### src/rtl/pwc_pkg.sv
`default_nettype none

package pwc_pkg;

    // operation codes
    localparam logic OP_WRITE = 1'b0;
    localparam logic OP_TICK  = 1'b1;

    // register write targets
    localparam logic [2:0] REG_DUTY   = 3'd0;
    localparam logic [2:0] REG_SWEEP  = 3'd1;
    localparam logic [2:0] REG_LOW    = 3'd2;
    localparam logic [2:0] REG_HIGH   = 3'd3;
    localparam logic [2:0] REG_ENABLE = 3'd4;

    localparam logic [10:0] MIN_PERIOD = 11'h008;

    typedef struct packed {
        logic       operation;
        logic [2:0] reg_index;
        logic [7:0] write_data;
        logic       quarter_clock;
        logic       half_clock;
    } t_item;

    typedef struct packed {
        logic signed [6:0] sample_out;
        logic              length_nonzero;
    } t_result;

    function automatic logic [7:0] f_length_load(input logic [4:0] idx);
        logic [7:0] v;
        case (idx)
            5'd0:  v = 8'h0A;  5'd1:  v = 8'hFE;  5'd2:  v = 8'h14;  5'd3:  v = 8'h02;
            5'd4:  v = 8'h28;  5'd5:  v = 8'h04;  5'd6:  v = 8'h50;  5'd7:  v = 8'h06;
            5'd8:  v = 8'hA0;  5'd9:  v = 8'h08;  5'd10: v = 8'h3C;  5'd11: v = 8'h0A;
            5'd12: v = 8'h0E;  5'd13: v = 8'h0C;  5'd14: v = 8'h1A;  5'd15: v = 8'h0E;
            5'd16: v = 8'h0C;  5'd17: v = 8'h10;  5'd18: v = 8'h18;  5'd19: v = 8'h12;
            5'd20: v = 8'h30;  5'd21: v = 8'h14;  5'd22: v = 8'h60;  5'd23: v = 8'h16;
            5'd24: v = 8'hC0;  5'd25: v = 8'h18;  5'd26: v = 8'h48;  5'd27: v = 8'h1A;
            5'd28: v = 8'h10;  5'd29: v = 8'h1C;  5'd30: v = 8'h20;  5'd31: v = 8'h1E;
            default: v = 8'h00;
        endcase
        return v;
    endfunction

    // high part of the duty wave
    function automatic logic f_duty_high(input logic [1:0] mode, input logic [2:0] step);
        logic h;
        case (mode)
            2'd0:    h = (step == 3'd7);
            2'd1:    h = (step >= 3'd6);
            2'd2:    h = (step >= 3'd4);
            default: h = (step <= 3'd5);
        endcase
        return h;
    endfunction

    // period in range and the add-mode sweep target stays below 0x800
    function automatic logic f_period_ok(input logic [10:0] period, input logic [2:0] shift,
                                         input logic negate);
        logic [11:0] target;
        target = {1'b0, period} + {1'b0, period >> shift};
        return (period >= MIN_PERIOD) && (negate || !target[11]);
    endfunction

    function automatic logic signed [6:0] f_level(input logic [1:0] mode, input logic [2:0] step,
                                                  input logic [3:0] vol);
        logic signed [6:0] mag;
        mag = {1'b0, vol, 2'b00};
        return f_duty_high(mode, step) ? mag : -mag;
    endfunction

endpackage

`default_nettype wire

### src/rtl/pwc_channel_state.sv
`default_nettype none

module pwc_channel_state
    import pwc_pkg::*;
(
    input  wire logic    i_clk,
    input  wire logic    i_rst_n,
    input  wire logic    i_step,
    input  wire t_item   i_item,
    output t_result      o_result
);

    logic [10:0] r_period, n_period;
    logic [11:0] r_timer, n_timer;
    logic [2:0]  r_duty_step, n_duty_step;
    logic [1:0]  r_duty_mode, n_duty_mode;
    logic [3:0]  r_volume, n_volume;
    logic        r_const_vol, n_const_vol;
    logic        r_halt, n_halt;
    logic        r_pend_halt, n_pend_halt;
    logic [3:0]  r_decay, n_decay;
    logic [3:0]  r_env_div, n_env_div;
    logic        r_env_start, n_env_start;
    logic [2:0]  r_sw_shift, n_sw_shift;
    logic        r_sw_negate, n_sw_negate;
    logic [2:0]  r_sw_period, n_sw_period;
    logic        r_sw_enable, n_sw_enable;
    logic [2:0]  r_sw_div, n_sw_div;
    logic        r_sw_reload, n_sw_reload;
    logic [7:0]  r_length, n_length;
    logic [7:0]  r_pend_len, n_pend_len;
    logic [7:0]  r_len_snap, n_len_snap;
    logic signed [6:0] r_held, n_held;

    logic [10:0] sw_delta;
    logic [7:0]  wd;

    always_comb begin
        n_period    = r_period;
        n_timer     = r_timer;
        n_duty_step = r_duty_step;
        n_duty_mode = r_duty_mode;
        n_volume    = r_volume;
        n_const_vol = r_const_vol;
        n_halt      = r_halt;
        n_pend_halt = r_pend_halt;
        n_decay     = r_decay;
        n_env_div   = r_env_div;
        n_env_start = r_env_start;
        n_sw_shift  = r_sw_shift;
        n_sw_negate = r_sw_negate;
        n_sw_period = r_sw_period;
        n_sw_enable = r_sw_enable;
        n_sw_div    = r_sw_div;
        n_sw_reload = r_sw_reload;
        n_length    = r_length;
        n_pend_len  = r_pend_len;
        n_len_snap  = r_len_snap;
        n_held      = r_held;
        sw_delta    = '0;
        wd          = i_item.write_data;

        if (i_item.operation == OP_WRITE) begin
            case (i_item.reg_index)
                REG_DUTY: begin
                    n_volume    = wd[3:0];
                    n_const_vol = wd[4];
                    n_pend_halt = wd[5];
                    n_duty_mode = wd[7:6];
                end
                REG_SWEEP: begin
                    n_sw_shift  = wd[2:0];
                    n_sw_negate = wd[3];
                    n_sw_period = wd[6:4];
                    n_sw_enable = wd[7];
                    n_sw_reload = 1'b1;
                end
                REG_LOW: begin
                    n_period = {r_period[10:8], wd};
                end
                REG_HIGH: begin
                    n_period    = {wd[2:0], r_period[7:0]};
                    n_pend_len  = f_length_load(wd[7:3]);
                    n_len_snap  = r_length;
                    n_duty_step = '0;
                    n_env_start = 1'b1;
                end
                REG_ENABLE: begin
                    if (!wd[0]) n_length = '0;
                end
                default: begin
                end
            endcase
            if (i_item.reg_index inside {[REG_DUTY:REG_ENABLE]}) begin
                n_held = (n_length != '0 && f_period_ok(n_period, n_sw_shift, n_sw_negate))
                       ? f_level(n_duty_mode, n_duty_step, n_const_vol ? n_volume : n_decay)
                       : 7'sd0;
            end
        end else begin
            // envelope on the quarter frame
            if (i_item.quarter_clock) begin
                if (n_env_start) begin
                    n_env_start = 1'b0;
                    n_decay     = 4'hF;
                    n_env_div   = n_volume;
                end else if (n_env_div == '0) begin
                    n_env_div = n_volume;
                    if (n_decay != '0) n_decay = n_decay - 4'd1;
                    else               n_decay = n_halt ? 4'hF : 4'h0;
                end else begin
                    n_env_div = n_env_div - 4'd1;
                end
                n_held = (n_length != '0 && f_period_ok(n_period, n_sw_shift, n_sw_negate))
                       ? f_level(n_duty_mode, n_duty_step, n_const_vol ? n_volume : n_decay)
                       : 7'sd0;
            end
            // sweep and length on the half frame
            if (i_item.half_clock) begin
                if (n_sw_div == '0) begin
                    n_sw_div = n_sw_period;
                    if (n_sw_enable && n_sw_shift != '0
                        && f_period_ok(n_period, n_sw_shift, n_sw_negate)) begin
                        sw_delta = n_period >> n_sw_shift;
                        n_period = n_sw_negate ? n_period + ~sw_delta : n_period + sw_delta;
                    end
                end else begin
                    n_sw_div = n_sw_div - 3'd1;
                end
                if (n_sw_reload) begin
                    n_sw_reload = 1'b0;
                    n_sw_div    = n_sw_period;
                end
                if (n_length != '0 && !n_halt) n_length = n_length - 8'd1;
                n_held = (n_length != '0 && f_period_ok(n_period, n_sw_shift, n_sw_negate))
                       ? f_level(n_duty_mode, n_duty_step, n_const_vol ? n_volume : n_decay)
                       : 7'sd0;
            end
            n_halt = n_pend_halt;
            // length load is dropped if the counter moved since the write
            if (n_pend_len != '0) begin
                if (n_length == n_len_snap) n_length = n_pend_len;
                n_pend_len = '0;
            end
            n_timer = n_timer - 12'd1;
            if (n_timer == '0) begin
                n_timer     = {n_period, 1'b0};
                n_duty_step = n_duty_step - 3'd1;
                if (n_length != '0 && f_period_ok(n_period, n_sw_shift, n_sw_negate)) begin
                    n_held = f_level(n_duty_mode, n_duty_step,
                                     n_const_vol ? n_volume : n_decay);
                end
            end
        end
    end

    always_ff @(posedge i_clk) begin
        if (!i_rst_n) begin
            r_period    <= '0;
            r_timer     <= 12'd1;
            r_duty_step <= '0;
            r_duty_mode <= '0;
            r_volume    <= '0;
            r_const_vol <= 1'b0;
            r_halt      <= 1'b0;
            r_pend_halt <= 1'b0;
            r_decay     <= '0;
            r_env_div   <= 4'd1;
            r_env_start <= 1'b0;
            r_sw_shift  <= '0;
            r_sw_negate <= 1'b0;
            r_sw_period <= '0;
            r_sw_enable <= 1'b0;
            r_sw_div    <= 3'd1;
            r_sw_reload <= 1'b0;
            r_length    <= '0;
            r_pend_len  <= '0;
            r_len_snap  <= '0;
            r_held      <= '0;
        end else if (i_step) begin
            r_period    <= n_period;
            r_timer     <= n_timer;
            r_duty_step <= n_duty_step;
            r_duty_mode <= n_duty_mode;
            r_volume    <= n_volume;
            r_const_vol <= n_const_vol;
            r_halt      <= n_halt;
            r_pend_halt <= n_pend_halt;
            r_decay     <= n_decay;
            r_env_div   <= n_env_div;
            r_env_start <= n_env_start;
            r_sw_shift  <= n_sw_shift;
            r_sw_negate <= n_sw_negate;
            r_sw_period <= n_sw_period;
            r_sw_enable <= n_sw_enable;
            r_sw_div    <= n_sw_div;
            r_sw_reload <= n_sw_reload;
            r_length    <= n_length;
            r_pend_len  <= n_pend_len;
            r_len_snap  <= n_len_snap;
            r_held      <= n_held;
        end
    end

    assign o_result.sample_out     = n_held;
    assign o_result.length_nonzero = (n_length != '0);

endmodule

`default_nettype wire

### src/rtl/pulse_wave_channel_unit.sv
`default_nettype none

// channel  direction  handshake                   payload
// in       input      i_in_valid / o_in_stall     i_operation i_reg_index i_write_data
//                                                 i_quarter_clock i_half_clock
// out      output     o_out_valid / i_out_stall   o_sample_out o_length_nonzero
//
// one beat per clock sustained while out stall is low; a beat's result is presented once it has
// passed the input register, then the channel update into the result register
// synchronous active-low reset puts the channel in its power-up state, both registers empty
// out stall holds the result; in stall rises only when both registers are full and held

module pulse_wave_channel_unit
    import pwc_pkg::*;
(
    input  wire logic              i_clk,
    input  wire logic              i_rst_n,
    input  wire logic              i_in_valid,
    output logic                   o_in_stall,
    input  wire logic              i_operation,
    input  wire logic [2:0]        i_reg_index,
    input  wire logic [7:0]        i_write_data,
    input  wire logic              i_quarter_clock,
    input  wire logic              i_half_clock,
    output logic                   o_out_valid,
    input  wire logic              i_out_stall,
    output logic signed [6:0]      o_sample_out,
    output logic                   o_length_nonzero
);

    logic    r_in_valid;
    t_item   r_in_item;
    logic    r_out_valid;
    t_result r_out_res;
    t_result core_res;
    logic    advance;

    assign advance    = r_in_valid && (!r_out_valid || !i_out_stall);
    assign o_in_stall = r_in_valid && !advance;

    always_ff @(posedge i_clk) begin
        if (!i_rst_n) begin
            r_in_valid <= 1'b0;
        end else if (!o_in_stall) begin
            r_in_valid <= i_in_valid;
        end
    end

    always_ff @(posedge i_clk) begin
        if (!o_in_stall) begin
            r_in_item.operation     <= i_operation;
            r_in_item.reg_index     <= i_reg_index;
            r_in_item.write_data    <= i_write_data;
            r_in_item.quarter_clock <= i_quarter_clock;
            r_in_item.half_clock    <= i_half_clock;
        end
    end

    pwc_channel_state u_state (
        .i_clk    (i_clk),
        .i_rst_n  (i_rst_n),
        .i_step   (advance),
        .i_item   (r_in_item),
        .o_result (core_res)
    );

    always_ff @(posedge i_clk) begin
        if (!i_rst_n) begin
            r_out_valid <= 1'b0;
        end else if (advance) begin
            r_out_valid <= 1'b1;
        end else if (!i_out_stall) begin
            r_out_valid <= 1'b0;
        end
    end

    always_ff @(posedge i_clk) begin
        if (advance) r_out_res <= core_res;
    end

    assign o_out_valid      = r_out_valid;
    assign o_sample_out     = r_out_res.sample_out;
    assign o_length_nonzero = r_out_res.length_nonzero;

endmodule

`default_nettype wire
### config.mk
export PLATFORM = sky130hd
export DESIGN_NAME = pulse_wave_channel_unit
export DESIGN_NICKNAME = d
export VERILOG_FILES = /design/src/rtl/pwc_pkg.sv /design/src/rtl/pwc_channel_state.sv /design/src/rtl/pulse_wave_channel_unit.sv
export SDC_FILE = /design/constraint.sdc
export NUM_CORES = 1
export LEC_CHECK = 0
export BUFFER_PORTS_ARGS = -buffer_cell sky130_fd_sc_hd__buf_2
export CAP_MARGIN = 10
export CORE_UTILIZATION = 45
export CTS_CLUSTER_DIAMETER = 100
export DETAILED_ROUTE_END_ITERATION = 7
export HOLD_SLACK_MARGIN = 0.02
export SYNTH_ARGS = -nofsm -noshare
export SYNTH_HDL_FRONTEND = slang
export SYNTH_SLANG_ARGS = --single-unit
### constraint.sdc
create_clock -name i_clk -period 14.2 [get_ports i_clk]
set_input_delay 2.84 -clock i_clk [delete_from_list [all_inputs] [get_ports i_clk]]
set_output_delay 2.84 -clock i_clk [all_outputs]
set_load 0.01 [all_outputs]
==> Word-level counts from Yosys, hierarchy flattened <==
Memory sizes are Yosys's and may differ from the RTL's. A register that Yosys moved wholly into a read port is not among the register bits.
Index checks and enable logic that the tools add are counted.
{ "totals": {"ff_bits": 111, "latch_bits": 0, "ramBits": 0, "rom_bits": 224, "inputBits": 18, "out_inout_bits": 10, "elab_cells": 227, "n_memories": 1} }
{ "op_classes": {"n_addsub": 15, "mul": 0, "div": 0, "n_lt_le_gt_ge": 15, "n_eq_ne": 17, "shifts": 4, "mux": 89, "n_bitwise": 2, "reduce_logical": 54} }
{ "memory_table": {"columns": ["memory", "depth", "width", "rd", "rd_clocked_by_memory_dff", "write_ports", "line_no", "text"], "rows": [
  ["(name not given)", 32, 7, 1, 1, 0, "pwc_pkg.sv:33", "case (idx)"]
]} }
{ "ops": {"columns": ["cell", "n"], "rows": [
  ["$mux 8", 15],
  ["$mux 11", 9],
  ["$mux 7", 13],
  ["$mux 4", 15],
  ["$add 11x11->12", 4],
  ["$reduce_bool 8->1", 6],
  ["$ge 11x4->1 const B", 4],
  ["$shr 11x3->11", 4],
  ["$mux 3", 8],
  ["$reduce_and 3->1", 8],
  ["$add 11x11->11", 2],
  ["$pmux 11 s2", 1],
  ["$mux 1", 21],
  ["$neg 6->7", 3],
  ["$ge 3x3->1 const B", 6],
  ["$logic_and 1x1->1", 14],
  ["$eq 3x3->1 const B", 4],
  ["$le 3x3->1 const B", 4],
  ["$logic_not 12->1", 1],
  ["$mux 12", 1],
  ["$sub 12x1->12 const B", 1],
  ["$not 11->11", 1],
  ["$pmux 1 s3", 3],
  ["$eq 8x8->1", 1],
  ["22 further kinds", 47]
]} }

==> Longest topological paths before layout <==
{ "depth": {"depth_word": 25, "ltp_mapped": 52} }

==> Hierarchy <==
Synthesis repeated with hierarchy kept, for this count alone.
{ "hier_totals": {"cells_unflattened": 1418, "area_unflattened_um2": 10817.9} }
{ "by_module_without_submodules": {"columns": ["mod", "instances", "cells_per_inst", "area_each_um2", "seq_area_each_um2"], "rows": [
  ["pwc_channel_state", 1, 1388, 10077.2, 1721.7],
  ["pulse_wave_channel_unit", 1, 30, 740.7, 700.7]
]} }

==> Worst setup path after synthesis <==
Ideal clock, no wire load.
{ "synth_path": {"kind": "register -> register", "start": "reg u_state.r_sw_shift[1]", "end": "reg r_out_res (netlist bit o_sample_out[2]) (data pin)", "setup_time_ps": 256, "arrival_time_ps": 10293, "path_slack_ps": 3650, "stages_incl_launch_ff": 50, "n_path_buf": 5, "synth_period_minus_slack_ps": 10550, "path_cell_list": "dfxtp_1 buf_2 clkbuf_1 buf_1 mux2_2 nor2_1 a21oi_1 nand2_1 o21ai_0 ha_1 a21oi_1 o21ai_0 a2111oi_2 o211a_2 buf_4 mux2i_1 mux4_2 nor2_1 (+14 left out) and4_1 o2111a_1 or4_1 o21ai_1 mux2i_1 nand2_1 o21ai_0 nor2_1 ha_1 o21a_1 a221oi_1 o21ai_0 or2_2 or3_4 a211oi_2 mux2i_1 nor3_2 inv_1"} }
{ "synth_lines": {"columns": ["item", "line_no", "text"], "rows": [
  ["from (decl)", "pwc_channel_state.sv:24", "logic [2:0] r_sw_shift, n_sw_shift;"],
  ["from (signal assigned)", "pwc_channel_state.sv:191", "r_sw_shift <= n_sw_shift;"],
  ["to (signal assigned)", "pulse_wave_channel_unit.sv:78", "if (advance) r_out_res <= core_res;"],
  ["to (decl)", "pulse_wave_channel_unit.sv:34", "t_result r_out_res;"]
]} }

==> flow_summary.ini <==
[outcome]
status = complete, no violations

[cells_and_area]
drive_gt1_share_pct = 9.199
diodes = 0
fillers = 2343
fin_cells = 1743
fin_util_pct = 50.32
stdcell_area_um2 = 11950
nets = 1503
syn2layout_area_growth_pct = 8.496

[cts]
postCtsSetupBuffers = 0
cts_htree_levels = 4
clk_latency_ns = 0.43
clk_pin_slew_worst_paths_ns = 0.06
clk_path_buf_depth = 2
cts_tree = yes
cts.sinks = 117
hold_buffers = 0
root_buffer = clkbuf_16
cts_resized = 0
cts_buffers = 17

[die]
die-width_um = 158.5
die_height_um = 158.5
row_count = 56
ios = 28
die-area_um2 = 25110
design.core.area_um2 = 23750
start_util_pct = 46.38

[synth]
synth-edff-count = 22
synth_warnings = 0
syn_inst = 1430
ys_types = 95
synth_seq_cells = 117
ys.flop_type = dfxtp_1
synth_area_leader_cell = dfxtp_1
synth_area_leaders = dfxtp_1 (17%), ha_1 (8.3%), mux2i_1 (6.5%)
syn_area_um2 = 11020
synth_top_cell_area_share_pct = 17.26
seq_area_frac_synth_pct = 23.26
syn_area_per_cell_um2 = 7.703
async_flop_share_pct = 0

[pwr]
leakagePower_nw = 5.083
vdd_ir_drop_max_v = 0.00006723
powerDensity_nw_per_um2 = 92.62

[placed_design]
post-dp-hpwl_um = 24250
routabilityCongestion = 0.9239
dpl_cell_area_um2 = 11350
port_buffers = 27
place_inst = 1711

[grt]
grt_max_degree = 89
grt_antenna_before_repair = 0
track_usage_pct = 27.31
grt_pass1_vias = 9654
overflow = 0
grt_pass1_wl_um = 53420

[detailed_routing]
ant_nets = 0
viasPerCell = 6.115
firstDrtPassIters = 6
wl_per_cell_um = 19.29
first_iter_violations = 948
drt-total-wl_um = 33620
drc_errors = 0
vias = 10660

[timing]
fin_skew_ns = 0.01424
hold_violations = 0
fmax_ghz = 0.08449
drv_slew = 0
final-setup-viol-count = 0
rsz0062_at_grt = false
fin_crit_ns = 11.84
fin_crit_sh_pct = 83.35
worstMarginPinSlew_ns = 0.9995
tns_ns = 0
slew_headroom_pct = 33.18
whs_ns = 0.4581

[critical_path]
critPathCaptureType = register
worst-setup-path-type = reg -> reg
cp_slowest_stage_delay_ns = 0.78
slowest_stage = dfxtp_1
arrival_ns = 12.01
crit_path_start_kind = register
required_ns = 14.37
critPathMaxFanout = 27
crit_top_cell = a21oi_1
ff2ff_setup_slack_ns = 2.36

[job]
max_cap_viol_count = 0

[worst_hold_path]
min_path_type = reg -> reg
[kinds of logic (layout without fill, tap and decap cells)]
logic type / Yosys count / after routing / synth area share [%]
multiplexers: 95 / 95 / 9.621
adder cells (fa/ha/maj): 74 / 74 / 8.473
flip-flops: 117 / 117 / 23.26
other: 1 / 3 / 0.03404
XOR/XNOR: 44 / 44 / 3.498
buffers and inverters: 154 / 146 / 5.543
AND/OR/NAND/NOR: 510 / 510 / 22.75
AO/OA/AOI/OAI: 435 / 435 / 26.82
[cells in the final DEF, fill, tap and decap left out, types with 10 or more instances in the layout]
master,instances
mux2_2,14
xor2_1,13
a31oi_1,13
a211oi_1,41
inv_1,68
nor3_1,31
nand4_1,18
mux2i_1,71
o22ai_1,12
edfxtp_1,22
o211ai_1,14
o21a_1,10
o211a_1,22
nor2b_1,32
clkbuf_16,17
nor4_1,14
xnor2_1,31
and3_1,10
buf_2,27
nor2_1,137
dfxtp_1,94
nand3_1,36
and2_1,15
nand2_1,151
a21boi_0,25
o21ai_0,91
ha_1,73
a21oi_1,99
a21o_1,18
buf_4,16
[sequential cells by signal, summed over array words and instances, names as in the netlist, 2 cells and up, named ones only]
signal and flops:
u_state.r_period 11, u_state.r_pend_len 7, o_sample_out 7, u_state.r_sw_period 3, r_in_item 14, u_state.r_sw_div 3
u_state.r_env_div 4, u_state.r_len_snap 8, u_state.r_sw_shift 3, u_state.r_duty_mode 2, u_state.r_decay 4, u_state.r_volume 4
u_state.r_timer 12, u_state.r_held 7, u_state.r_length 8, u_state.r_duty_step 3
[layer usage]
| layer | share of wire (%) | routed length [um] | vias to the layer above | global-route usage, % |
|---|---|---|---|---|
| met4 | 1.6 | 550 | 0 | 6.639 |
| li1 | - | - | 5229 | - |
| met2 | 43 | 14450 | 343 | 41.54 |
| met1 | 49 | 16470 | 5043 | 39.49 |
| met5 | 0 | 0 | - | 0 |
| met3 | 6.4 | 2149 | 44 | 4.927 |
[synthesized netlist by cell type (18+ instances only)]
cell,instances
a211oi_1,41
a21boi_0,25
a21o_1,18
a21oi_1,99
clkbuf_1,67
dfxtp_1,95
edfxtp_1,22
ha_1,73
inv_1,68
mux2i_1,71
nand2_1,151
nand3_1,36
nand4_1,18
nor2_1,138
nor2b_1,32
nor3_1,32
o211a_1,22
o21ai_0,91
xnor2_1,31
[critical path, delay by kind of cell, from the launching register on]
family,cells,cell delay (ns)
AO/OA/AOI/OAI,18,4.76
AND/OR/NAND/NOR,12,2.54
multiplexers,7,1.85
adder cells (fa/ha/maj),4,1.02
flip-flops,1,0.78
buffers and inverters,3,0.48
XOR/XNOR,1,0.14
[through the flow]
step                      power (W)  setup WS (ns)
after floorplan           0.0005841          3.650
after global placement    0.0006561          2.801
after detailed placement  0.0006571          2.504
after CTS                  0.001106          2.466
after global routing       0.001155          1.444
final                      0.001107          2.364
[power by group]
part,internal [W],total (W),switching [W]
logic,0.000106,0.000276,0.000170
registers,0.000353,0.000381,0.0000275
clock network,0.000268,0.000450,0.000181
[path summary, 6_finish.rpt]
kind,to,start,depth (start not counted)
setup / recovery,o_sample_out[2]$_DFFE_PP_,u_state.r_sw_shift[0]$_SDFFE_PN0P_,45
hold / removal,u_state.r_held[1]$_SDFFE_PN0P_,u_state.r_held[1]$_SDFFE_PN0P_,1
setup reg to reg,o_sample_out[2]$_DFFE_PP_,u_state.r_sw_shift[0]$_SDFFE_PN0P_,45
hold reg to reg,u_state.r_held[1]$_SDFFE_PN0P_,u_state.r_held[1]$_SDFFE_PN0P_,1
[cell type report]
class                      count  area (um2)  share of cell area, %
multi-input combinational   1161        7863                  65.79
sequential                   117        2564                  21.45
clock buffer                  18       439.2                  3.675
tap                          319       399.1                  3.340
inverter                      71       266.5                  2.230
timing repair buffer          43       255.2                  2.136
clock inverter                14       165.2                  1.382
(Power assumes the default switching activity.)
